[src/sv/equal_count_subarray_counter_unit_defines.svh]
// ----------------------------------------------------------------------------
// equal count subarray counter: assertion macros
// shared checks, written against clk and rst of the including module
// ----------------------------------------------------------------------------
`ifndef EQUAL_COUNT_SUBARRAY_COUNTER_UNIT_DEFINES_SVH
`define EQUAL_COUNT_SUBARRAY_COUNTER_UNIT_DEFINES_SVH

// condition implies consequence in the same cycle
`define ECSC_ASSERT_SAME(label, ante, cons, msg) \
  label: assert property (@(posedge clk) disable iff (rst) (ante) |-> (cons)) \
    else $error(msg);

// condition implies consequence in the next cycle
`define ECSC_ASSERT_NEXT(label, ante, cons, msg) \
  label: assert property (@(posedge clk) disable iff (rst) (ante) |=> (cons)) \
    else $error(msg);

`endif

[src/sv/ecsc_pkg.sv]
// ----------------------------------------------------------------------------
// ecsc_pkg
// shared sizes, codes and types of the equal count subarray counter
// ----------------------------------------------------------------------------
package ecsc_pkg;

  // sequence limits
  localparam int MAX_LEN    = 8192;
  localparam int HIST_DEPTH = 2 * MAX_LEN + 1;
  localparam int SLOT_W     = $clog2(HIST_DEPTH);
  localparam int CNT_W      = $clog2(MAX_LEN + 2);
  localparam int LEN_W      = $clog2(MAX_LEN + 1);

  // field widths
  localparam int ELEM_W  = 32;
  localparam int TOTAL_W = 26;

  // histogram entry: epoch tag over count
  localparam int EPOCH_W = 8;
  localparam int ENTRY_W = EPOCH_W + CNT_W;

  localparam logic [SLOT_W-1:0]  SLOT_CENTER = SLOT_W'(MAX_LEN);
  localparam logic [SLOT_W-1:0]  SLOT_LAST   = SLOT_W'(HIST_DEPTH - 1);
  localparam logic [EPOCH_W-1:0] EPOCH_FIRST = EPOCH_W'(1);
  localparam logic [EPOCH_W-1:0] EPOCH_LAST  = {EPOCH_W{1'b1}};

  // configuration port
  localparam int CFG_IDX_W  = 2;
  localparam int CFG_DATA_W = 32;

  typedef enum logic [CFG_IDX_W-1:0] {
    REG_VALUE_FIRST  = 2'd0,
    REG_VALUE_SECOND = 2'd1
  } reg_idx_t;

  // result queue
  localparam int OUTQ_DEPTH = 4;
  localparam int OUTQ_PTR_W = $clog2(OUTQ_DEPTH);
  localparam int OUTQ_CNT_W = $clog2(OUTQ_DEPTH + 1);

  // front end control
  typedef enum logic [2:0] {
    ST_CLEAR = 3'b001,
    ST_RUN   = 3'b010,
    ST_DRAIN = 3'b100
  } front_state_t;

  // item handed from the front end to the histogram update
  typedef struct packed {
    logic               valid;
    logic [SLOT_W-1:0]  slot;
    logic [EPOCH_W-1:0] epoch;
    logic               over;
    logic               last;
  } hist_op_t;

  // clear pass write request
  typedef struct packed {
    logic              we;
    logic [SLOT_W-1:0] addr;
  } clr_req_t;

  // one result item
  typedef struct packed {
    logic [TOTAL_W-1:0] subarray_count;
    logic               too_long;
    logic               final_count;
  } result_t;

endpackage

[src/sv/ecsc_channels.sv]
// ----------------------------------------------------------------------------
// ecsc channels
// valid/ready channels for input and result items
// ----------------------------------------------------------------------------
interface ecsc_in_if;
  import ecsc_pkg::*;

  logic                     valid;
  logic                     ready;
  logic signed [ELEM_W-1:0] element;
  logic                     last_element;

  modport source (output valid, output element, output last_element, input ready);
  modport sink (input valid, input element, input last_element, output ready);
endinterface


[src/sv/ecsc_front.sv]
// ----------------------------------------------------------------------------
// ecsc_front
// input stage: registers, balance, length, epoch and histogram clear pass
// ----------------------------------------------------------------------------
module ecsc_front (
  input  logic                         clk,
  input  logic                         rst,
  ecsc_in_if.sink                      in_item,
  input  logic                         room,
  input  logic                         cfg_we,
  input  logic [ecsc_pkg::CFG_IDX_W-1:0]  cfg_index,
  input  logic [ecsc_pkg::CFG_DATA_W-1:0] cfg_data,
  output logic [ecsc_pkg::SLOT_W-1:0]  rd_addr,
  output ecsc_pkg::hist_op_t           op,
  output ecsc_pkg::clr_req_t           clr,
  output logic                         clearing
);
  import ecsc_pkg::*;

  front_state_t               state;
  logic signed [ELEM_W-1:0]   value_first;
  logic signed [ELEM_W-1:0]   value_second;
  logic [SLOT_W-1:0]          bal_slot;
  logic [SLOT_W-1:0]          slot_next;
  logic [LEN_W-1:0]           elem_count;
  logic [EPOCH_W-1:0]         epoch;
  logic [EPOCH_W-1:0]         epoch_next;
  logic [SLOT_W-1:0]          clr_addr;
  logic                       accept;
  logic                       hit_first;
  logic                       hit_second;
  logic                       len_full;

  assign in_item.ready = (state == ST_RUN) && room;
  assign accept        = in_item.valid && in_item.ready;
  assign hit_first     = (in_item.element == value_first);
  assign hit_second    = (in_item.element == value_second);
  assign len_full      = (elem_count >= LEN_W'(MAX_LEN));
  assign epoch_next    = (epoch == EPOCH_LAST) ? EPOCH_FIRST : epoch + EPOCH_W'(1);

  // balance step, held as an offset slot around the center entry
  always_comb begin
    slot_next = bal_slot;
    unique case ({hit_first, hit_second})
      2'b10:   slot_next = bal_slot + SLOT_W'(1);
      2'b01:   slot_next = bal_slot - SLOT_W'(1);
      default: slot_next = bal_slot;
    endcase
  end

  assign rd_addr  = slot_next;
  assign clearing = (state == ST_CLEAR);
  assign clr.we   = clearing;
  assign clr.addr = clr_addr;

  // configuration registers
  always_ff @(posedge clk) begin
    if (rst) begin
      value_first  <= '0;
      value_second <= '0;
    end else if (cfg_we) begin
      unique case (cfg_index)
        REG_VALUE_FIRST:  value_first  <= cfg_data;
        REG_VALUE_SECOND: value_second <= cfg_data;
        default: ;
      endcase
    end
  end

  // sequence state
  always_ff @(posedge clk) begin
    if (rst) begin
      bal_slot   <= SLOT_CENTER;
      elem_count <= '0;
      epoch      <= EPOCH_FIRST;
    end else if (accept) begin
      if (in_item.last_element) begin
        bal_slot   <= SLOT_CENTER;
        elem_count <= '0;
        epoch      <= epoch_next;
      end else if (!len_full) begin
        bal_slot   <= slot_next;
        elem_count <= elem_count + LEN_W'(1);
      end
    end
  end

  // hand-off register to the update stage
  always_ff @(posedge clk) begin
    if (rst) begin
      op.valid <= 1'b0;
    end else begin
      op.valid <= accept;
    end
  end

  always_ff @(posedge clk) begin
    op.slot  <= slot_next;
    op.epoch <= epoch;
    op.over  <= len_full;
    op.last  <= in_item.last_element;
  end

  // clear pass after reset and whenever the epoch tag wraps
  always_ff @(posedge clk) begin
    if (rst) begin
      state    <= ST_CLEAR;
      clr_addr <= '0;
    end else begin
      unique case (state)
        ST_CLEAR: begin
          if (clr_addr == SLOT_LAST) begin
            clr_addr <= '0;
            state    <= ST_RUN;
          end else begin
            clr_addr <= clr_addr + SLOT_W'(1);
          end
        end
        ST_RUN: begin
          if (accept && in_item.last_element && (epoch == EPOCH_LAST)) begin
            state <= ST_DRAIN;
          end
        end
        ST_DRAIN: begin
          state <= ST_CLEAR;
        end
        default: begin
          state <= ST_CLEAR;
        end
      endcase
    end
  end

endmodule

[src/flat_wrapper.sv]
// flat-port wrapper written by rule: the top's interface ports become plain ports
module ecsc_front_flat import ecsc_pkg::*;
  (clk, rst, room, cfg_we, cfg_index, cfg_data, rd_addr, op, clr, clearing, in_item_valid, in_item_element, in_item_last_element, in_item_ready);
  ecsc_in_if in_item_i ();
  input  logic clk;
  input  logic rst;
  input  logic room;
  input  logic cfg_we;
  input  logic [ecsc_pkg::CFG_IDX_W-1:0] cfg_index;
  input  logic [ecsc_pkg::CFG_DATA_W-1:0] cfg_data;
  output logic [ecsc_pkg::SLOT_W-1:0] rd_addr;
  output ecsc_pkg::hist_op_t op;
  output ecsc_pkg::clr_req_t clr;
  output logic clearing;
  input wire logic [$bits(in_item_i.valid)-1:0] in_item_valid;
  input wire logic [$bits(in_item_i.element)-1:0] in_item_element;
  input wire logic [$bits(in_item_i.last_element)-1:0] in_item_last_element;
  output wire logic [$bits(in_item_i.ready)-1:0] in_item_ready;
  assign in_item_i.valid = in_item_valid;
  assign in_item_i.element = in_item_element;
  assign in_item_i.last_element = in_item_last_element;
  assign in_item_ready = in_item_i.ready;
  ecsc_front u_core (.clk(clk), .rst(rst), .in_item(in_item_i), .room(room), .cfg_we(cfg_we), .cfg_index(cfg_index), .cfg_data(cfg_data), .rd_addr(rd_addr), .op(op), .clr(clr), .clearing(clearing));
endmodule
[config.mk]
export PLATFORM = sky130hd
export DESIGN_NAME = ecsc_front_flat
export DESIGN_NICKNAME = d
export VERILOG_FILES = /design/src/sv/equal_count_subarray_counter_unit_defines.svh /design/src/sv/ecsc_pkg.sv /design/src/sv/ecsc_channels.sv /design/src/sv/ecsc_front.sv /design/src/flat_wrapper.sv
export SDC_FILE = /design/constraint.sdc
export NUM_CORES = 1
export LEC_CHECK = 0
export ABC_AREA = 1
export BUFFER_PORTS_ARGS = -buffer_cell sky130_fd_sc_hd__buf_2
export CAP_MARGIN = 0
export CORE_ASPECT_RATIO = 1.2
export CORE_MARGIN = 2
export CORE_UTILIZATION = 40
export DETAILED_ROUTE_END_ITERATION = 8
export PLACE_DENSITY = 0.72
export SYNTH_ARGS = -nofsm -noshare
export SYNTH_HDL_FRONTEND = slang
export SYNTH_SLANG_ARGS = --single-unit
[constraint.sdc]
create_clock -name clk -period 2.6 [get_ports clk]
set_input_delay 0.13 -clock clk [delete_from_list [all_inputs] [get_ports clk]]
set_output_delay 0.13 -clock clk [all_outputs]
set_load 0.01 [all_outputs]
# Yosys cells after proc, flatten, opt, wreduce, memory -nomap -nowiden
# Index checks and enable logic that the tools add are counted.
dict set report totals {
  register_bits 145
  in_bits 72
  out_inout_bits 59
  word_cells 50
}
dict set report op_classes {
  add_sub_neg 5
  order_cmp 1
  eq_ne 12
  mux 10
  n_reduce_logical 10
}
# cell count
set op_table {}
lappend op_table {{$eq A32 B32 Y1} 2}
lappend op_table {{$mux W15} 3}
lappend op_table {{$add A15 B1 Y15 const B} 2}
lappend op_table {{$pmux W15 S2} 1}
lappend op_table {{$mux W14} 2}
lappend op_table {{$eq A15 B15 Y1 const B} 1}
lappend op_table {{$sub A15 B1 Y15 const B} 1}
lappend op_table {{$add A14 B1 Y14 const B} 1}
lappend op_table {{$ge A14 B14 Y1 const B} 1}
lappend op_table {{$reduce_and A2 Y1} 5}
lappend op_table {{$add A8 B1 Y8 const B} 1}
lappend op_table {{$eq A8 B8 Y1 const B} 1}
lappend op_table {{$mux W8} 1}
lappend op_table {{$mux W3} 2}
lappend op_table {{$pmux W3 S2} 1}
lappend op_table {{$eq A2 B1 Y1 const B} 2}
lappend op_table {{$logic_and A1 B1 Y1} 4}
lappend op_table {{$ne A2 B2 Y1 const B} 2}
lappend op_table {{$eq A3 B1 Y1 const B} 1}
lappend op_table {{$eq A3 B2 Y1 const B} 1}
lappend op_table {{$eq A2 B2 Y1 const B} 1}
lappend op_table {{$logic_not A2 Y1} 1}
lappend op_table {{$ne A2 B1 Y1 const B} 1}

# Logic depth before layout (Yosys ltp)
# Gate-level depths: netlist of run 1.
dict set report logic_depth {
  word_depth 7
  depth_mapped 20
}

# Worst setup path before layout of run 1
# No wires, ideal clock.
dict set report synth_path {
  path_type {register -> register}
  from {register u_core.value_second[2]}
  to {register u_core.bal_slot[5]}
  arrival_ns 2.684
  path_slack_ns -0.216
  stages_incl_launch_ff 18
  period_less_slack_ns 2.816
  cell_sequence {dfxtp_1 > xor2_1 > nor3_1 > nand3_1 > nor4_1 > nand2_1 > nor2_1 > ha_1 > ha_1 > nand2_1 > nand3_1 > nand2_1 > nand2_1 > or2_2 > nand3_1 > nand2_1 > nand2_1 > a21oi_1}
}
dict set report synth_between {
  elab_chain_len 5
  elab_cells_between_ends 6
}
# element line_no
set synth_rtl {}
lappend synth_rtl {{from (decl)} ecsc_front.sv:22} ;# logic signed [ELEM_W-1:0] value_second;
lappend synth_rtl {{from (signal assigned)} ecsc_front.sv:64} ;# REG_VALUE_SECOND: value_second <= cfg_data;
lappend synth_rtl {{$eq A32 B32 Y1 (*)} ecsc_front.sv:37} ;# assign hit_second = (in_item.element == value_second);
lappend synth_rtl {{$eq A2 B1 Y1 or $eq A2 B2 Y1 (tied branches)} ecsc_front.sv:44} ;# unique case ({hit_first, hit_second})
lappend synth_rtl {{$pmux W15 S2 (*)} ecsc_front.sv:44}
lappend synth_rtl {{named net rd_addr (one bit)} flat_wrapper.sv:11} ;# output logic [ecsc_pkg::SLOT_W-1:0] rd_addr;
lappend synth_rtl {{$mux W15 (*)} ecsc_front.sv:81} ;# end else if (!len_full) begin
lappend synth_rtl {{$mux W15 (*)} ecsc_front.sv:77} ;# if (in_item.last_element) begin
lappend synth_rtl {{to (signal assigned)} ecsc_front.sv:82} ;# bal_slot <= slot_next;
lappend synth_rtl {{to (decl)} ecsc_front.sv:23} ;# logic [SLOT_W-1:0] bal_slot;
# The timed path passes the listed nets; every way through them passes the cells marked *. The select of a mux whose other input is x is not followed.
# A chain may end at the register's enable or synchronous reset.

# Worst setup path after layout of run 1
dict set report layout_path {
  from {register u_core.value_first[3]}
  to {output port rd_addr[8] (netlist name)}
}
dict set report layout_between {
  elab_chain_len 3
  elab_cells_between_ends 4
}
# element line_no
set layout_rtl {}
lappend layout_rtl {{from (decl)} ecsc_front.sv:21} ;# logic signed [ELEM_W-1:0] value_first;
lappend layout_rtl {{from (signal assigned)} ecsc_front.sv:63} ;# REG_VALUE_FIRST: value_first <= cfg_data;
lappend layout_rtl {{$eq A32 B32 Y1 (*)} ecsc_front.sv:36} ;# assign hit_first = (in_item.element == value_first);
lappend layout_rtl {{$eq A2 B1 Y1 or $eq A2 B2 Y1 (tied branches)} ecsc_front.sv:44}
lappend layout_rtl {{$pmux W15 S2 (*)} ecsc_front.sv:44}
lappend layout_rtl {{to (decl)} flat_wrapper.sv:11}
# Mark *: on every way between the ends. The rest lies on a longest branch, timed or not.

==> report_table.html, run 1 <==
<table>
<tr><th>Metric</th><th>Value</th></tr>
<tr><th colspan="2">Status</th></tr>
<tr><td>Result of the run</td><td>complete, but fails checks</td></tr>
<tr><td>Violated checks</td><td>negative setup slack</td></tr>
<tr><th colspan="2">Final layout</th></tr>
<tr><td>Number of fill cells</td><td>1555</td></tr>
<tr><td>Final net count</td><td>around 1300</td></tr>
<tr><td>Total inserted antenna cells</td><td>0</td></tr>
<tr><td>Area overhead of the layout relative to synthesis</td><td>43.7%</td></tr>
<tr><td>Fraction of final layout cells sized beyond drive strength 1</td><td>between 30% and 40%</td></tr>
<tr><th colspan="2">Worst setup path</th></tr>
<tr><td>Crit path top cell by count</td><td>nand2_2</td></tr>
<tr><td>Critical path launch point type</td><td>register</td></tr>
<tr><td>Buffers &amp; Inverters on Critical Path</td><td>3</td></tr>
<tr><td>Setup slack on the worst flop-to-flop path</td><td>-0.74 ns</td></tr>
<tr><td>CP top delay family</td><td>simple AND/OR/NAND/NOR gates</td></tr>
<tr><td>Reg2Reg Launch Point</td><td>u_core.value_first[3]$_SDFFE_PP0P_</td></tr>
<tr><td>Critical path, cell by cell</td><td>or2_4 &gt; nand4_1 &gt; nor4_2 &gt; nand4_1 &gt; ha_4 &gt; buf_12 &gt; buf_6 &gt; fa_2 &gt; nand3_4 &gt; nand3_4 &gt; nand2_2 &gt; nand2_2 &gt; or2_4 &gt; nand3_2 &gt; nand2_2 &gt; buf_6</td></tr>
<tr><td>Critical-path cell with the highest stage delay</td><td>fa_2</td></tr>
<tr><td>Endpoint of the most critical register-to-register path</td><td>u_core.bal_slot[13]$_SDFFE_PP1P_</td></tr>
<tr><td>Kind of capture point of the worst setup path</td><td>output port</td></tr>
<tr><td>Crit Path Max Fanout</td><td>6</td></tr>
<tr><td>Data arrival time of the critical path</td><td>about 3.2 ns</td></tr>
<tr><td>Worst setup path end</td><td>rd_addr[8]</td></tr>
<tr><td>Worst Setup Path Type</td><td>reg -&gt; out</td></tr>
<tr><td>Data required, critical path</td><td>approximately 2.5 ns</td></tr>
<tr><td>Stages on the worst setup path</td><td>16</td></tr>
<tr><td>Max incr delay on CP</td><td>roughly 0.40 ns</td></tr>
<tr><td>Path depth of the worst reg2reg path</td><td>21</td></tr>
<tr><td>Crit path launch</td><td>u_core.value_first[3]$_SDFFE_PP0P_</td></tr>
<tr><th colspan="2">Hold path</th></tr>
<tr><td>Class of the tightest hold or removal check</td><td>in -&gt; reg</td></tr>
<tr><th colspan="2">Floorplanning</th></tr>
<tr><td>Die Height</td><td>152 um</td></tr>
<tr><td>Site Rows</td><td>between 50 and 60</td></tr>
<tr><td>Area of the placeable core</td><td>around 18000 um^2</td></tr>
<tr><td>Chip Width</td><td>between 100 and 150 um</td></tr>
<tr><td>Area of the die</td><td>between 15000 and 20000 um^2</td></tr>
<tr><td>Initial standard-cell utilization of the core</td><td>between 40% and 50%</td></tr>
<tr><td>Ports</td><td>between 100 and 150</td></tr>
<tr><th colspan="2">Synthesis</th></tr>
<tr><td>Portion of the post-synthesis area used by sequential elements</td><td>between 30% and 40%</td></tr>
<tr><td>Most used flip-flop cell after synthesis</td><td>dfxtp_1</td></tr>
<tr><td>Post-Syn Area per Cell</td><td>7.21 um^2</td></tr>
<tr><td>Area share of the largest cell type after synthesis</td><td>between 30% and 40%</td></tr>
<tr><td>Ys async rst share</td><td>0%</td></tr>
<tr><td>Cell type contributing the most total cell area after synthesis</td><td>dfxtp_1</td></tr>
<tr><td>Most numerous cell types in the synthesized netlist</td><td>nand2_1, nor2_1, dfxtp_1</td></tr>
<tr><td>Flip-flop and latch count after synthesis</td><td>145</td></tr>
<tr><td>Net count after synthesis</td><td>1100</td></tr>
<tr><td>Post-synthesis cell type count</td><td>46</td></tr>
<tr><td>Cells after synthesis</td><td>1008</td></tr>
<tr><td>Netlist area before placement</td><td>slightly above 7000 um^2</td></tr>
<tr><td>Top cells by area, synth</td><td>dfxtp_1, nand2_1, nor2_1</td></tr>
<tr><td>Yosys Warn Count</td><td>0</td></tr>
<tr><td>Most frequent cell after synthesis</td><td>nand2_1</td></tr>
<tr><td>Number of synthesized flops with an enable pin</td><td>0</td></tr>
<tr><th colspan="2">GRT</th></tr>
<tr><td>Global-route wire length before repair</td><td>about 33 mm</td></tr>
<tr><td>Total gr overflow</td><td>0</td></tr>
<tr><td>Total track usage</td><td>a little over a fifth</td></tr>
<tr><td>Via count of the first global-routing pass</td><td>7200</td></tr>
<tr><td>Maximum number of pins on one net before global-route repair</td><td>between 70 and 80</td></tr>
<tr><td>Antenna violations before repair</td><td>0</td></tr>
<tr><th colspan="2">Route</th></tr>
<tr><td>Final antenna-violating net count</td><td>0</td></tr>
<tr><td>DRC</td><td>0</td></tr>
<tr><td>Via-to-Cell Ratio</td><td>between 5 and 6</td></tr>
<tr><td>Number of violations reported at the end of detailed-routing iteration 0</td><td>between 400 and 500</td></tr>
<tr><td>Vias post-DR</td><td>approximately 7500</td></tr>
<tr><td>Detailed Routing Iterations Pass 1</td><td>5</td></tr>
<tr><td>Post-DR wirelength/cell</td><td>about 15 um</td></tr>
<tr><td>Routed WL</td><td>about 22 mm</td></tr>
<tr><th colspan="2">STA</th></tr>
<tr><td>Setup violations, final</td><td>40</td></tr>
<tr><td>Worst slew margin relative to its limit</td><td>43.5%</td></tr>
<tr><td>Fin crit share</td><td>129%</td></tr>
<tr><td>Unrepaired setup endpoints after global routing</td><td>yes</td></tr>
<tr><td>Fin Hold WS</td><td>between 0.03 and 0.04 ns</td></tr>
<tr><td>Count of final hold-check violations</td><td>0</td></tr>
<tr><td>Pins Over Slew Limit</td><td>0</td></tr>
<tr><td>Minimum period implied by the final worst setup slack</td><td>3.36 ns</td></tr>
<tr><td>Final setup margin</td><td>-0.762 ns</td></tr>
<tr><td>Slew at the pin with the worst max-slew slack</td><td>around 0.85 ns</td></tr>
<tr><td>Sum of negative setup slack</td><td>-15.68 ns</td></tr>
<tr><td>Setup clock skew after layout</td><td>roughly 0.011 ns</td></tr>
<tr><td>Max frequency</td><td>a little under 300 MHz</td></tr>
<tr><th colspan="2">CTS</th></tr>
<tr><td>TritonCTS clock tree</td><td>built</td></tr>
<tr><td>CTS Root Cell</td><td>clkbuf_16</td></tr>
<tr><td>Clock buffer count from CTS</td><td>17</td></tr>
<tr><td>Number of H-tree levels</td><td>4</td></tr>
<tr><td>Num Clock Sinks</td><td>~150</td></tr>
<tr><td>Register clock-pin slew on the reported worst setup and hold paths</td><td>roughly 0.060 ns</td></tr>
<tr><td>Largest buffer count on any clock path</td><td>2</td></tr>
<tr><td>Clock latency at the later pin of the worst-skew pair</td><td>0.43 ns</td></tr>
<tr><th colspan="2">Place</th></tr>
<tr><td>Routability cong.</td><td>just over 0.9</td></tr>
<tr><td>Input/output buffers</td><td>130</td></tr>
<tr><td>Worst slack at placement</td><td>-0.582 ns</td></tr>
<tr><td>Sum of net half-perimeters after detailed placement</td><td>around 13 mm</td></tr>
<tr><th colspan="2">Pwr</th></tr>
<tr><td>Power per standard cell area</td><td>492 nW/um^2</td></tr>
<tr><td>Highest ir drop seen on vdd</td><td>approximately 0.0005 V</td></tr>
<tr><td>Cell leakage power</td><td>4.66 nW</td></tr>
<tr><th colspan="2">Job</th></tr>
<tr><td>Max Cap Violations</td><td>0</td></tr>
</table>
sequential cells by signal (all words and copies together) (netlist names):
register / count
u_core.elem_count: 14
u_core.state: 3
u_core.bal_slot: 15
u_core.value_first: 32
u_core.clr_addr: 15
u_core.value_second: 32
u_core.epoch: 8
u_core.op: 26
where the power goes:
part | total, mW | internal, mW | switching (mW)
registers | 2.34 | 2.29 | 0.0490
clock network | 2.27 | 1.24 | 1.03
logic | 0.525 | 0.231 | 0.294
total | 5.13 | 3.76 | 1.37
worst reg2reg max path, stage by stage, from the launching register on:
cell and delay, ns:
dfxtp_2 0.33, or2_4 0.10, nand4_1 0.11, nor4_2 0.33
nand4_1 0.20, ha_4 0.23, buf_12 0.15, buf_6 0.13
ha_4 0.30, inv_4 0.05, nor3_4 0.21, nand3_2 0.13
nand2_1 0.09, nand2_2 0.08, buf_4 0.14, buf_4 0.12
buf_4 0.12, buf_4 0.12, buf_4 0.12, nand3_2 0.06
nand3b_1 0.07, nand2_1 0.06
logic make-up (layout without fill, tap and decap cells):
| family | after synthesis | after routing | synth area share (%) |
|---|---|---|---|
| xor+xnor | 53 | 53 | 6.39 |
| simple gates | 514 | 514 | 32.4 |
| compound gates | 151 | 151 | 10.9 |
| flops | 145 | 145 | 40.0 |
| buf+inv | 125 | 366 | 6.77 |
| fa+ha+maj | 20 | 20 | 3.55 |
layer usage:
layer / track usage, % / share of wire [%] / wire length [um]
met5: 0 / 0 / 0
met4: 9.01 / 3.5 / 765
met3: 4.46 / 3.9 / 840
met2: 41.0 / 52 / 11300
met1: 22.9 / 40 / 8700
per-stage QoR:
stage	cells	utilization [%]	power, mW	instance area, um^2
after floorplan	1008	-	2.66	7290
after global placement	1380	47.0	2.85	8450
after detailed placement	1380	47.0	2.86	8450
after CTS	1463	56.1	5.19	10100
after global routing	1473	58.1	5.35	10400
final	1473	58.1	5.13	10400
placed cells by master, fill, tap and decap left out, drive strengths merged, types with 2 or more instances in the layout:
cell / synthesis / final
inv: 91 / 98
nor2: 182 / 182
clkinvlp: 0 / 5
a21oi: 58 / 58
nor4: 6 / 6
clkbuf: 24 / 17
nor3: 15 / 15
nand3b: 3 / 3
nand4: 24 / 24
or2: 25 / 25
o22ai: 2 / 2
clkinv: 3 / 6
nand2: 195 / 195
buf: 7 / 208
o21ai: 83 / 83
a31oi: 2 / 2
and2: 4 / 4
dlygate4sd3: 0 / 32
ha: 19 / 19
o2111ai: 3 / 3
nand3: 58 / 58
xor2: 15 / 15
xnor2: 38 / 38
dfxtp: 145 / 145
worst min-delay path by stage:
stage,startpoint,end,slack [ns],depth (start not counted)
floorplan,in_item_last_element,u_core.op[0]$_DFF_P_,0.16,0
global placement,u_core.epoch[5]$_SDFFE_PP0P_,u_core.op[7]$_DFF_P_,0.37,0
detailed placement,u_core.epoch[5]$_SDFFE_PP0P_,u_core.op[7]$_DFF_P_,0.37,0
CTS,cfg_data[19],u_core.value_second[19]$_SDFFE_PP0P_,0.0001,3
global route,cfg_data[19],u_core.value_second[19]$_SDFFE_PP0P_,0.02,3
finish,cfg_data[19],u_core.value_second[19]$_SDFFE_PP0P_,0.04,3
cell type report:
cell class / count / area (um^2) / share of cell area (%)
Clock inverter: 15 / 124 / 1.19
Inverter: 94 / 355 / 3.41
Timing Repair Buffer: 240 / 1740 / 16.7
Clock buffer: 17 / 425 / 4.08
Sequential cell: 145 / 2910 / 27.9
Multi-Input combinational cell: 738 / 4600 / 44.1
Tap cell: 224 / 280 / 2.69
repair_timing:
item,4_1_cts,5_1_grt
cloned,0,0
resized for setup,135,77
pin swaps,44,48
hold buffers,32,0
setup buffers,21,12
endpoints found under the setup margin,40,43
endpoints found under the hold margin,57,0
Power figures use the tool's default switching activity.
==> inputs of run 2 (changes only) <==
--- a/config.mk
+++ b/config.mk
@@ -13,6 +13,7 @@
 export CORE_UTILIZATION = 40
 export DETAILED_ROUTE_END_ITERATION = 8
 export PLACE_DENSITY = 0.72
+export RECOVER_POWER = 25
 export SYNTH_ARGS = -nofsm -noshare
 export SYNTH_HDL_FRONTEND = slang
 export SYNTH_SLANG_ARGS = --single-unit
==> report_table.html, run 2 (same netlist as run 1, synthesis figures left out) <==
<table>
<tr><th>Metric</th><th>Value</th></tr>
<tr><th colspan="2">Status</th></tr>
<tr><td>Result of the run</td><td>complete, but fails checks</td></tr>
<tr><td>Violated checks</td><td>negative setup slack</td></tr>
<tr><th colspan="2">Place</th></tr>
<tr><td>Input/output buffers</td><td>130 (unchanged)</td></tr>
<tr><td>Sum of net half-perimeters after detailed placement</td><td>13.5 mm (unchanged)</td></tr>
<tr><td>Routability cong.</td><td>0.906 (unchanged)</td></tr>
<tr><td>Cell area reported after detailed placement</td><td>8450 um^2 (unchanged)</td></tr>
<tr><th colspan="2">Route</th></tr>
<tr><td>Number of violations reported at the end of detailed-routing iteration 0</td><td>434 (-1.1%)</td></tr>
<tr><td>Final antenna-violating net count</td><td>0 (unchanged)</td></tr>
<tr><td>Routed WL</td><td>21.5 mm (-0.15%)</td></tr>
<tr><td>Post-DR wirelength/cell</td><td>14.6 um (-0.15%)</td></tr>
<tr><td>Via-to-Cell Ratio</td><td>5.08 (about the same)</td></tr>
<tr><td>Detailed Routing Iterations Pass 1</td><td>5 (unchanged)</td></tr>
<tr><td>Vias post-DR</td><td>7489 (-0.027%)</td></tr>
<tr><td>DRC</td><td>0 (unchanged)</td></tr>
<tr><th colspan="2">Pwr</th></tr>
<tr><td>Cell leakage power</td><td>4.62 nW (-0.81%)</td></tr>
<tr><td>Sw Ratio</td><td>26.7% (about the same)</td></tr>
<tr><td>Internal Pwr Total</td><td>3.76 mW (about the same)</td></tr>
<tr><td>Comb pwr share</td><td>10.2% (about the same)</td></tr>
<tr><td>Share of power burned in the clock network</td><td>44.2% (about the same)</td></tr>
<tr><td>Switching component of the power</td><td>1.37 mW (about the same)</td></tr>
<tr><td>Highest ir drop seen on vdd</td><td>0.000499 V (about the same)</td></tr>
<tr><td>Flop pwr share</td><td>45.6% (about the same)</td></tr>
<tr><td>Power per standard cell area</td><td>493 nW/um^2 (+0.17%)</td></tr>
<tr><th colspan="2">Final layout</th></tr>
<tr><td>Fraction of final layout cells sized beyond drive strength 1</td><td>34.2% (-0.88 points)</td></tr>
<tr><td>Area overhead of the layout relative to synthesis</td><td>43.4%</td></tr>
<tr><td>Largest registers in the final layout</td><td>u_core.value_first x32, u_core.value_second x32, u_core.op x26</td></tr>
<tr><td>Top library cells by usage in the layout, fill and taps aside</td><td>nor2_1, nand2_1, dfxtp_1</td></tr>
<tr><td>Non-Filler Cell Area, Final</td><td>10400 um^2 (-0.17%)</td></tr>
<tr><td>Total inserted antenna cells</td><td>0 (unchanged)</td></tr>
<tr><td>Most common cell after layout, fill and taps aside</td><td>nor2_1</td></tr>
<tr><td>End-of-flow core utilization</td><td>58.0% (-0.097 points)</td></tr>
<tr><td>Final net count</td><td>1328 (unchanged)</td></tr>
<tr><th colspan="2">Floorplanning</th></tr>
<tr><td>Initial standard-cell utilization of the core</td><td>40.4% (unchanged)</td></tr>
<tr><td>Chip Width</td><td>127 um (unchanged)</td></tr>
<tr><td>Die Height</td><td>152 um (unchanged)</td></tr>
<tr><td>Ports</td><td>131 (unchanged)</td></tr>
<tr><td>Site Rows</td><td>54 (unchanged)</td></tr>
<tr><td>Area of the die</td><td>19300 um^2 (unchanged)</td></tr>
<tr><td>Area of the placeable core</td><td>18000 um^2 (unchanged)</td></tr>
<tr><th colspan="2">GRT</th></tr>
<tr><td>Highest-utilization routing layer at the global route stage</td><td>met2</td></tr>
<tr><td>Met3 track demand over resource in global routing</td><td>4.46% (unchanged)</td></tr>
<tr><td>Total gr overflow</td><td>0 (unchanged)</td></tr>
<tr><td>Global routing usage on met1</td><td>22.9% (unchanged)</td></tr>
<tr><td>Antenna violations before repair</td><td>0 (unchanged)</td></tr>
<tr><td>Global-route track usage on met2</td><td>41.0% (unchanged)</td></tr>
<tr><td>Global-route wire length before repair</td><td>33.0 mm (unchanged)</td></tr>
<tr><td>Total track usage</td><td>21.5% (unchanged)</td></tr>
<tr><td>Maximum number of pins on one net before global-route repair</td><td>74 (unchanged)</td></tr>
<tr><td>Via count of the first global-routing pass</td><td>7200 (unchanged)</td></tr>
<tr><th colspan="2">STA</th></tr>
<tr><td>Fin crit share</td><td>129% (about the same)</td></tr>
<tr><td>Pins Over Slew Limit</td><td>0 (unchanged)</td></tr>
<tr><td>Final setup margin</td><td>-0.763 ns (-0.000730 ns)</td></tr>
<tr><td>Max frequency</td><td>297 MHz (about the same)</td></tr>
<tr><td>Setup clock skew after layout</td><td>0.0111 ns (-0.000148 ns)</td></tr>
<tr><td>Unrepaired setup endpoints after global routing</td><td>yes</td></tr>
<tr><td>Fin Hold WS</td><td>0.0397 ns (-0.000156 ns)</td></tr>
<tr><td>Count of final hold-check violations</td><td>0 (unchanged)</td></tr>
<tr><td>Minimum period implied by the final worst setup slack</td><td>3.36 ns (+0.000730 ns)</td></tr>
<tr><td>Setup violations, final</td><td>40 (unchanged)</td></tr>
<tr><td>Slew at the pin with the worst max-slew slack</td><td>1.32 ns (+0.470 ns)</td></tr>
<tr><td>Worst slew margin relative to its limit</td><td>12.3% (-31 points)</td></tr>
<tr><th colspan="2">CTS</th></tr>
<tr><td>CTS Root Cell</td><td>clkbuf_16</td></tr>
<tr><td>Register clock-pin slew on the reported worst setup and hold paths</td><td>0.06 ns (about the same)</td></tr>
<tr><td>Clock latency at the later pin of the worst-skew pair</td><td>0.43 ns (about the same)</td></tr>
<tr><td>Num Clock Sinks</td><td>145 (unchanged)</td></tr>
<tr><td>Largest buffer count on any clock path</td><td>2 (unchanged)</td></tr>
<tr><td>TritonCTS clock tree</td><td>built</td></tr>
<tr><td>Clock buffer count from CTS</td><td>17 (unchanged)</td></tr>
<tr><td>Number of H-tree levels</td><td>4 (unchanged)</td></tr>
<tr><th colspan="2">Worst setup path</th></tr>
<tr><td>Data arrival time of the critical path</td><td>3.23 ns (about the same)</td></tr>
<tr><td>Worst Setup Path Type</td><td>reg -&gt; out</td></tr>
<tr><td>Max incr delay on CP</td><td>0.40 ns (about the same)</td></tr>
<tr><td>Buffers &amp; Inverters on Critical Path</td><td>3 (unchanged)</td></tr>
<tr><td>Critical path, cell by cell</td><td>or2_4 &gt; nand4_1 &gt; nor4_2 &gt; nand4_1 &gt; ha_4 &gt; buf_12 &gt; buf_6 &gt; fa_2 &gt; nand3_4 &gt; nand3_4 &gt; nand2_2 &gt; nand2_2 &gt; or2_4 &gt; nand3_2 &gt; nand2_2 &gt; buf_6</td></tr>
<tr><td>Critical-path cell with the highest stage delay</td><td>fa_2</td></tr>
<tr><td>CP top delay family</td><td>simple AND/OR/NAND/NOR gates</td></tr>
<tr><td>Kind of capture point of the worst setup path</td><td>output port</td></tr>
<tr><td>Critical path launch point type</td><td>register</td></tr>
<tr><td>Crit path top cell by count</td><td>nand2_2</td></tr>
<tr><td>Data required, critical path</td><td>2.47 ns (about the same)</td></tr>
<tr><td>Crit Path Max Fanout</td><td>6 (unchanged)</td></tr>
<tr><th colspan="2">Hold path</th></tr>
<tr><td>Class of the tightest hold or removal check</td><td>in -&gt; reg</td></tr>
<tr><th colspan="2">Job</th></tr>
<tr><td>Max Cap Violations</td><td>0 (unchanged)</td></tr>
</table>
-- run 2: cell types whose count changed in the layout (fill, tap and decap cells not counted) --
| cell | delta |
|---|---|
| buf_2 | -10 |
| clkbuf_1 | +10 |
| buf_4 | -1 |
| clkbuf_2 | +1 |
| nor2_1 | +1 |
| nor2_2 | -1 |
-- run 2: power groups by stage --
stage               Clock [mW]  Combinational, mW  Sequential, mW
floorplan                    0              0.282            2.38
global placement             0              0.470            2.38
global route              2.42              0.584            2.35
finish                    2.27              0.524            2.34
CTS                       2.33              0.522            2.34
detailed placement           0              0.474            2.39
-- run 2: final cells by class --
| class | count | area [um^2] |
|---|---|---|
| clock buffer | 17 | 425 |
| inverter | 94 | 355 |
| tap | 224 | 280 |
| timing repair buffer | 240 | 1730 |
| clock inverter | 15 | 124 |
| fill | 1560 | 7550 |
| sequential | 145 | 2910 |
| multi-input combinational | 738 | 4590 |
-- run 2: layer usage --
layer	up-vias	share of wire, %
li1	3727	-
met3	69	3.9
met4	0	3.5
met1	3489	40
met2	204	52
met5	-	0
-- run 2: timing repair --
item | CTS | global route
resized for setup | 135 | 77
hold buffers | 32 | 0
setup endpoints to repair | 40 | 43
hold endpoints to repair | 57 | 0
setup buffers | 21 | 12
pin swaps | 44 | 48
-- run 2: worst min-delay path, cell delays in order --
cell and delay, ns:
buf_2 0.12, nor2_1 0.10, nor2_1 0.06
-- run 2: per-stage QoR --
step	cells	setup WS [ns]	TNS, ns	total power, mW
3_5_place_dp	1380	-0.582	-15.09	2.86
6_report	1473	-0.763	-15.70	5.13
2_1_floorplan	1008	0.0120	0	2.66
4_1_cts	1463	-0.849	-16.63	5.19
3_3_place_gp	1380	-0.544	-14.11	2.85
5_1_grt	1473	-0.964	-22.92	5.35
-- run 2: final timing paths --
kind                                                         start                                   end  slack [ns]  cells after the start
worst min-delay path                                  cfg_data[19]  u_core.value_second[19]$_SDFFE_PP0P_        0.04                      3
worst min register to register        u_core.epoch[5]$_SDFFE_PP0P_                  u_core.op[7]$_DFF_P_        0.38                      0
worst max register to register  u_core.value_first[3]$_SDFFE_PP0P_      u_core.bal_slot[13]$_SDFFE_PP1P_       -0.73                     21
worst max-delay path            u_core.value_first[3]$_SDFFE_PP0P_                            rd_addr[8]       -0.76                     16
==> inputs of run 3 (changes only) <==
--- a/config.mk
+++ b/config.mk
@@ -8,12 +8,13 @@
 export ABC_AREA = 1
 export BUFFER_PORTS_ARGS = -buffer_cell sky130_fd_sc_hd__buf_2
 export CAP_MARGIN = 0
-export CORE_ASPECT_RATIO = 1.2
+export CORE_ASPECT_RATIO = 2
 export CORE_MARGIN = 2
 export CORE_UTILIZATION = 40
 export DETAILED_ROUTE_END_ITERATION = 8
-export PLACE_DENSITY = 0.72
+export PLACE_DENSITY = 0.74
 export RECOVER_POWER = 25
+export SKIP_CTS_REPAIR_TIMING = 1
 export SYNTH_ARGS = -nofsm -noshare
 export SYNTH_HDL_FRONTEND = slang
 export SYNTH_SLANG_ARGS = --single-unit
==> report_table.html, run 3 (same netlist as run 1, synthesis figures left out) <==
<table>
<tr><th>Metric</th><th>Value</th></tr>
<tr><th colspan="2">Status</th></tr>
<tr><td>Result of the run</td><td>complete, but fails checks</td></tr>
<tr><td>Violated checks</td><td>negative hold slack, negative setup slack</td></tr>
<tr><th colspan="2">Floorplanning</th></tr>
<tr><td>Site Rows</td><td>69 (+28%)</td></tr>
<tr><td>Die Height</td><td>195 um (+28%)</td></tr>
<tr><td>Chip Width</td><td>99.3 um (-22%)</td></tr>
<tr><td>Area of the die</td><td>19300 um^2 (+0.32%)</td></tr>
<tr><td>Ports</td><td>131 (unchanged)</td></tr>
<tr><td>Area of the placeable core</td><td>17800 um^2 (-1.0%)</td></tr>
<tr><td>Initial standard-cell utilization of the core</td><td>40.8% (+0.43 points)</td></tr>
<tr><th colspan="2">Worst setup path</th></tr>
<tr><td>Data required, critical path</td><td>2.47 ns (about the same)</td></tr>
<tr><td>Reg2Reg Launch Point</td><td>u_core.value_second[2]$_SDFFE_PP0P_</td></tr>
<tr><td>Critical path launch point type</td><td>register</td></tr>
<tr><td>Buffers &amp; Inverters on Critical Path</td><td>4 (+1)</td></tr>
<tr><td>Max incr delay on CP</td><td>0.39 ns (about the same)</td></tr>
<tr><td>Kind of capture point of the worst setup path</td><td>output port</td></tr>
<tr><td>Worst Setup Path Type</td><td>reg -&gt; out</td></tr>
<tr><td>Endpoint of the most critical register-to-register path</td><td>u_core.bal_slot[6]$_SDFFE_PP0P_</td></tr>
<tr><td>Path depth of the worst reg2reg path</td><td>18 (-14%)</td></tr>
<tr><td>Setup slack on the worst flop-to-flop path</td><td>-0.46 ns (+0.27 ns)</td></tr>
<tr><td>Crit path top cell by count</td><td>nand3_2</td></tr>
<tr><td>Critical-path cell with the highest stage delay</td><td>fa_2</td></tr>
<tr><td>Data arrival time of the critical path</td><td>3.29 ns (+0.06 ns)</td></tr>
<tr><td>CP top delay family</td><td>simple AND/OR/NAND/NOR gates</td></tr>
<tr><td>Crit Path Max Fanout</td><td>8 (+2)</td></tr>
<tr><td>Critical path, cell by cell</td><td>or2_2 &gt; nand4_1 &gt; nor4_2 &gt; nand4_1 &gt; ha_4 &gt; buf_4 &gt; buf_4 &gt; fa_2 &gt; nand3_2 &gt; nand3_2 &gt; buf_6 &gt; nand3_4 &gt; nand3_2 &gt; nand2_1 &gt; nand3_2 &gt; and2_4 &gt; buf_6</td></tr>
<tr><th colspan="2">GRT</th></tr>
<tr><td>Via count of the first global-routing pass</td><td>6993 (-2.9%)</td></tr>
<tr><td>Global-route wire length before repair</td><td>33.3 mm (+0.75%)</td></tr>
<tr><td>Maximum number of pins on one net before global-route repair</td><td>74 (unchanged)</td></tr>
<tr><td>Total track usage</td><td>21.8% (+0.38 points)</td></tr>
<tr><td>Antenna violations before repair</td><td>2 (+2)</td></tr>
<tr><td>Total gr overflow</td><td>0 (unchanged)</td></tr>
<tr><th colspan="2">STA</th></tr>
<tr><td>Fin Hold WS</td><td>-0.0262 ns (-0.0659 ns)</td></tr>
<tr><td>Sum of negative setup slack</td><td>-15.91 ns (-0.207 ns)</td></tr>
<tr><td>Worst slew margin relative to its limit</td><td>5.63% (-6.7 points)</td></tr>
<tr><td>Count of final hold-check violations</td><td>5 (+5)</td></tr>
<tr><td>Setup violations, final</td><td>40 (unchanged)</td></tr>
<tr><td>Setup clock skew after layout</td><td>0.0122 ns (+0.00112 ns)</td></tr>
<tr><td>Final setup margin</td><td>-0.819 ns (-0.0557 ns)</td></tr>
<tr><td>Fin crit share</td><td>131% (+2.1 points)</td></tr>
<tr><td>Pins Over Slew Limit</td><td>0 (unchanged)</td></tr>
<tr><td>Minimum period implied by the final worst setup slack</td><td>3.42 ns (+0.0557 ns)</td></tr>
<tr><td>Slew at the pin with the worst max-slew slack</td><td>1.42 ns (+0.100 ns)</td></tr>
<tr><td>Max frequency</td><td>293 MHz (-1.6%)</td></tr>
<tr><td>Unrepaired setup endpoints after global routing</td><td>yes</td></tr>
<tr><th colspan="2">Place</th></tr>
<tr><td>Placed insts</td><td>1369 (-0.80%)</td></tr>
<tr><td>Input/output buffers</td><td>130 (unchanged)</td></tr>
<tr><td>Routability cong.</td><td>0.910 (+0.45%)</td></tr>
<tr><td>Worst slack at placement</td><td>-0.606 ns (-0.0244 ns)</td></tr>
<tr><td>Sum of net half-perimeters after detailed placement</td><td>15.6 mm (+16%)</td></tr>
<tr><th colspan="2">Hold path</th></tr>
<tr><td>Hold Crit Start</td><td>cfg_data[0]</td></tr>
<tr><td>WHS Path Cells</td><td>3 (unchanged)</td></tr>
<tr><td>Class of the tightest hold or removal check</td><td>in -&gt; reg</td></tr>
<tr><td>Endpoint, Worst Hold</td><td>u_core.value_second[0]$_SDFFE_PP0P_</td></tr>
<tr><th colspan="2">CTS</th></tr>
<tr><td>Num Clock Sinks</td><td>145 (unchanged)</td></tr>
<tr><td>Register clock-pin slew on the reported worst setup and hold paths</td><td>0.06 ns (about the same)</td></tr>
<tr><td>TritonCTS clock tree</td><td>built</td></tr>
<tr><td>Clock buffer count from CTS</td><td>17 (unchanged)</td></tr>
<tr><td>CTS Root Cell</td><td>clkbuf_16</td></tr>
<tr><td>Number of H-tree levels</td><td>4 (unchanged)</td></tr>
<tr><td>Clock latency at the later pin of the worst-skew pair</td><td>0.42 ns (about the same)</td></tr>
<tr><td>Largest buffer count on any clock path</td><td>2 (unchanged)</td></tr>
<tr><th colspan="2">Final layout</th></tr>
<tr><td>Fraction of final layout cells sized beyond drive strength 1</td><td>29.4% (-4.8 points)</td></tr>
<tr><td>Largest registers in the final layout</td><td>u_core.value_first x32, u_core.value_second x32, u_core.op x26</td></tr>
<tr><td>Area overhead of the layout relative to synthesis</td><td>37.0%</td></tr>
<tr><td>Most common cell after layout, fill and taps aside</td><td>nor2_1</td></tr>
<tr><td>Final net count</td><td>1303 (-1.9%)</td></tr>
<tr><td>Final cell count without fillers</td><td>1438 (-2.4%)</td></tr>
<tr><td>Number of fill cells</td><td>1649 (+5.7%)</td></tr>
<tr><td>Top library cells by usage in the layout, fill and taps aside</td><td>nor2_1, nand2_1, dfxtp_1</td></tr>
<tr><th colspan="2">Route</th></tr>
<tr><td>Vias post-DR</td><td>7288 (-2.7%)</td></tr>
<tr><td>Via-to-Cell Ratio</td><td>5.07 (-0.32%)</td></tr>
<tr><td>Post-DR wirelength/cell</td><td>15.3 um (+4.6%)</td></tr>
<tr><td>Routed WL</td><td>22.0 mm (+2.1%)</td></tr>
<tr><td>Detailed Routing Iterations Pass 1</td><td>4 (-1)</td></tr>
<tr><td>Number of violations reported at the end of detailed-routing iteration 0</td><td>296 (-32%)</td></tr>
<tr><td>Final antenna-violating net count</td><td>0 (unchanged)</td></tr>
<tr><td>DRC</td><td>0 (unchanged)</td></tr>
<tr><th colspan="2">Pwr</th></tr>
<tr><td>Share of power burned in the clock network</td><td>44.9% (+0.7 points)</td></tr>
<tr><td>Comb pwr share</td><td>10.0% (-0.2 points)</td></tr>
<tr><td>Cell leakage power</td><td>4.37 nW (-5.4%)</td></tr>
<tr><td>Overall power after layout</td><td>5.18 mW (+1.0%)</td></tr>
<tr><td>Switching component of the power</td><td>1.31 mW (-4.5%)</td></tr>
<tr><td>Internal Pwr Total</td><td>3.88 mW (+3.0%)</td></tr>
<tr><td>Highest ir drop seen on vdd</td><td>0.000405 V (-19%)</td></tr>
<tr><td>Power per standard cell area</td><td>521 nW/um^2 (+5.8%)</td></tr>
<tr><td>Flop pwr share</td><td>45.1% (-0.5 points)</td></tr>
<tr><td>Sw Ratio</td><td>25.2% (-1.4 points)</td></tr>
<tr><th colspan="2">Job</th></tr>
<tr><td>Max Cap Violations</td><td>0 (unchanged)</td></tr>
</table>
[run 3: cell count changes in the layout (fill, tap and decap cells not counted), moves of 6 or more]
| cell | delta |
|---|---|
| clkbuf_1 | +17 |
| nand2_2 | -9 |
| nand3_2 | -6 |
| buf_6 | -15 |
| dlygate4sd3_1 | -8 |
| buf_4 | -6 |
| nand3_1 | +7 |
| buf_2 | -8 |
| nand2_1 | +13 |
| inv_1 | +6 |
[run 3: power by group through the flow]
stage	registers (mW)	clock network [mW]	logic [mW]
CTS	2.34	2.37	0.477
detailed placement	2.39	0	0.474
global route	2.35	2.46	0.582
floorplan	2.38	0	0.282
global placement	2.38	0	0.469
finish	2.34	2.33	0.518
[run 3: worst reg2reg max path, cell delays in order, from the launching register on]
cell	delay (ns)
dfxtp_2	0.32
xor2_1	0.15
nor3_1	0.13
nand3_1	0.14
nor4_2	0.24
nand2_1	0.13
nor2_4	0.16
ha_4	0.24
buf_12	0.17
ha_4	0.24
nand2_2	0.06
nand2_2	0.07
inv_1	0.10
nand3_4	0.11
xnor2_2	0.30
o21ai_4	0.10
buf_4	0.15
nand2_1	0.05
a21oi_1	0.06
[run 3: cell type report]
class | instances | area (um^2) | share of cell area, %
multi-input combinational | 738 | 4450 | 44.8
sequential | 145 | 2910 | 29.2
timing repair buffer | 215 | 1400 | 14.1
clock buffer | 20 | 457 | 4.59
inverter | 94 | 353 | 3.55
tap | 213 | 267 | 2.68
clock inverter | 12 | 110 | 1.11
antenna | 1 | 2.50 | 0.0252
[run 3: metrics by stage]
stage / area [um^2] / utilization (%)
floorplan: 7290 / -
global placement: 8440 / 47.5
detailed placement: 8440 / 47.5
CTS: 9010 / 50.6
global route: 9940 / 55.9
finish: 9950 / 55.9
[run 3: how the worst max path moves through the flow]
| stage | start | to | slack, ns | cells past startpoint |
|---|---|---|---|---|
| floorplan | u_core.value_first[11]$_SDFFE_PP0P_ | u_core.bal_slot[8]$_SDFFE_PP0P_ | 0.01 | 15 |
| global placement | u_core.value_second[4]$_SDFFE_PP0P_ | rd_addr[13] | -0.58 | 14 |
| detailed placement | u_core.value_second[4]$_SDFFE_PP0P_ | rd_addr[13] | -0.61 | 14 |
| CTS | u_core.value_second[4]$_SDFFE_PP0P_ | rd_addr[13] | -1.06 | 14 |
| global route | u_core.value_first[11]$_SDFFE_PP0P_ | rd_addr[12] | -1.01 | 17 |
| finish | u_core.value_first[3]$_SDFFE_PP0P_ | rd_addr[12] | -0.82 | 17 |
[run 3: routing by layer]
metal / part of all wire [%] / routed length [um] / track usage (%)
met3: 4.4 / 970 / 5.61
met4: 5.4 / 1180 / 12.2
met1: 35 / 7780 / 20.5
met2: 55 / 12100 / 41.4
met5: 0.032 / 7 / 0
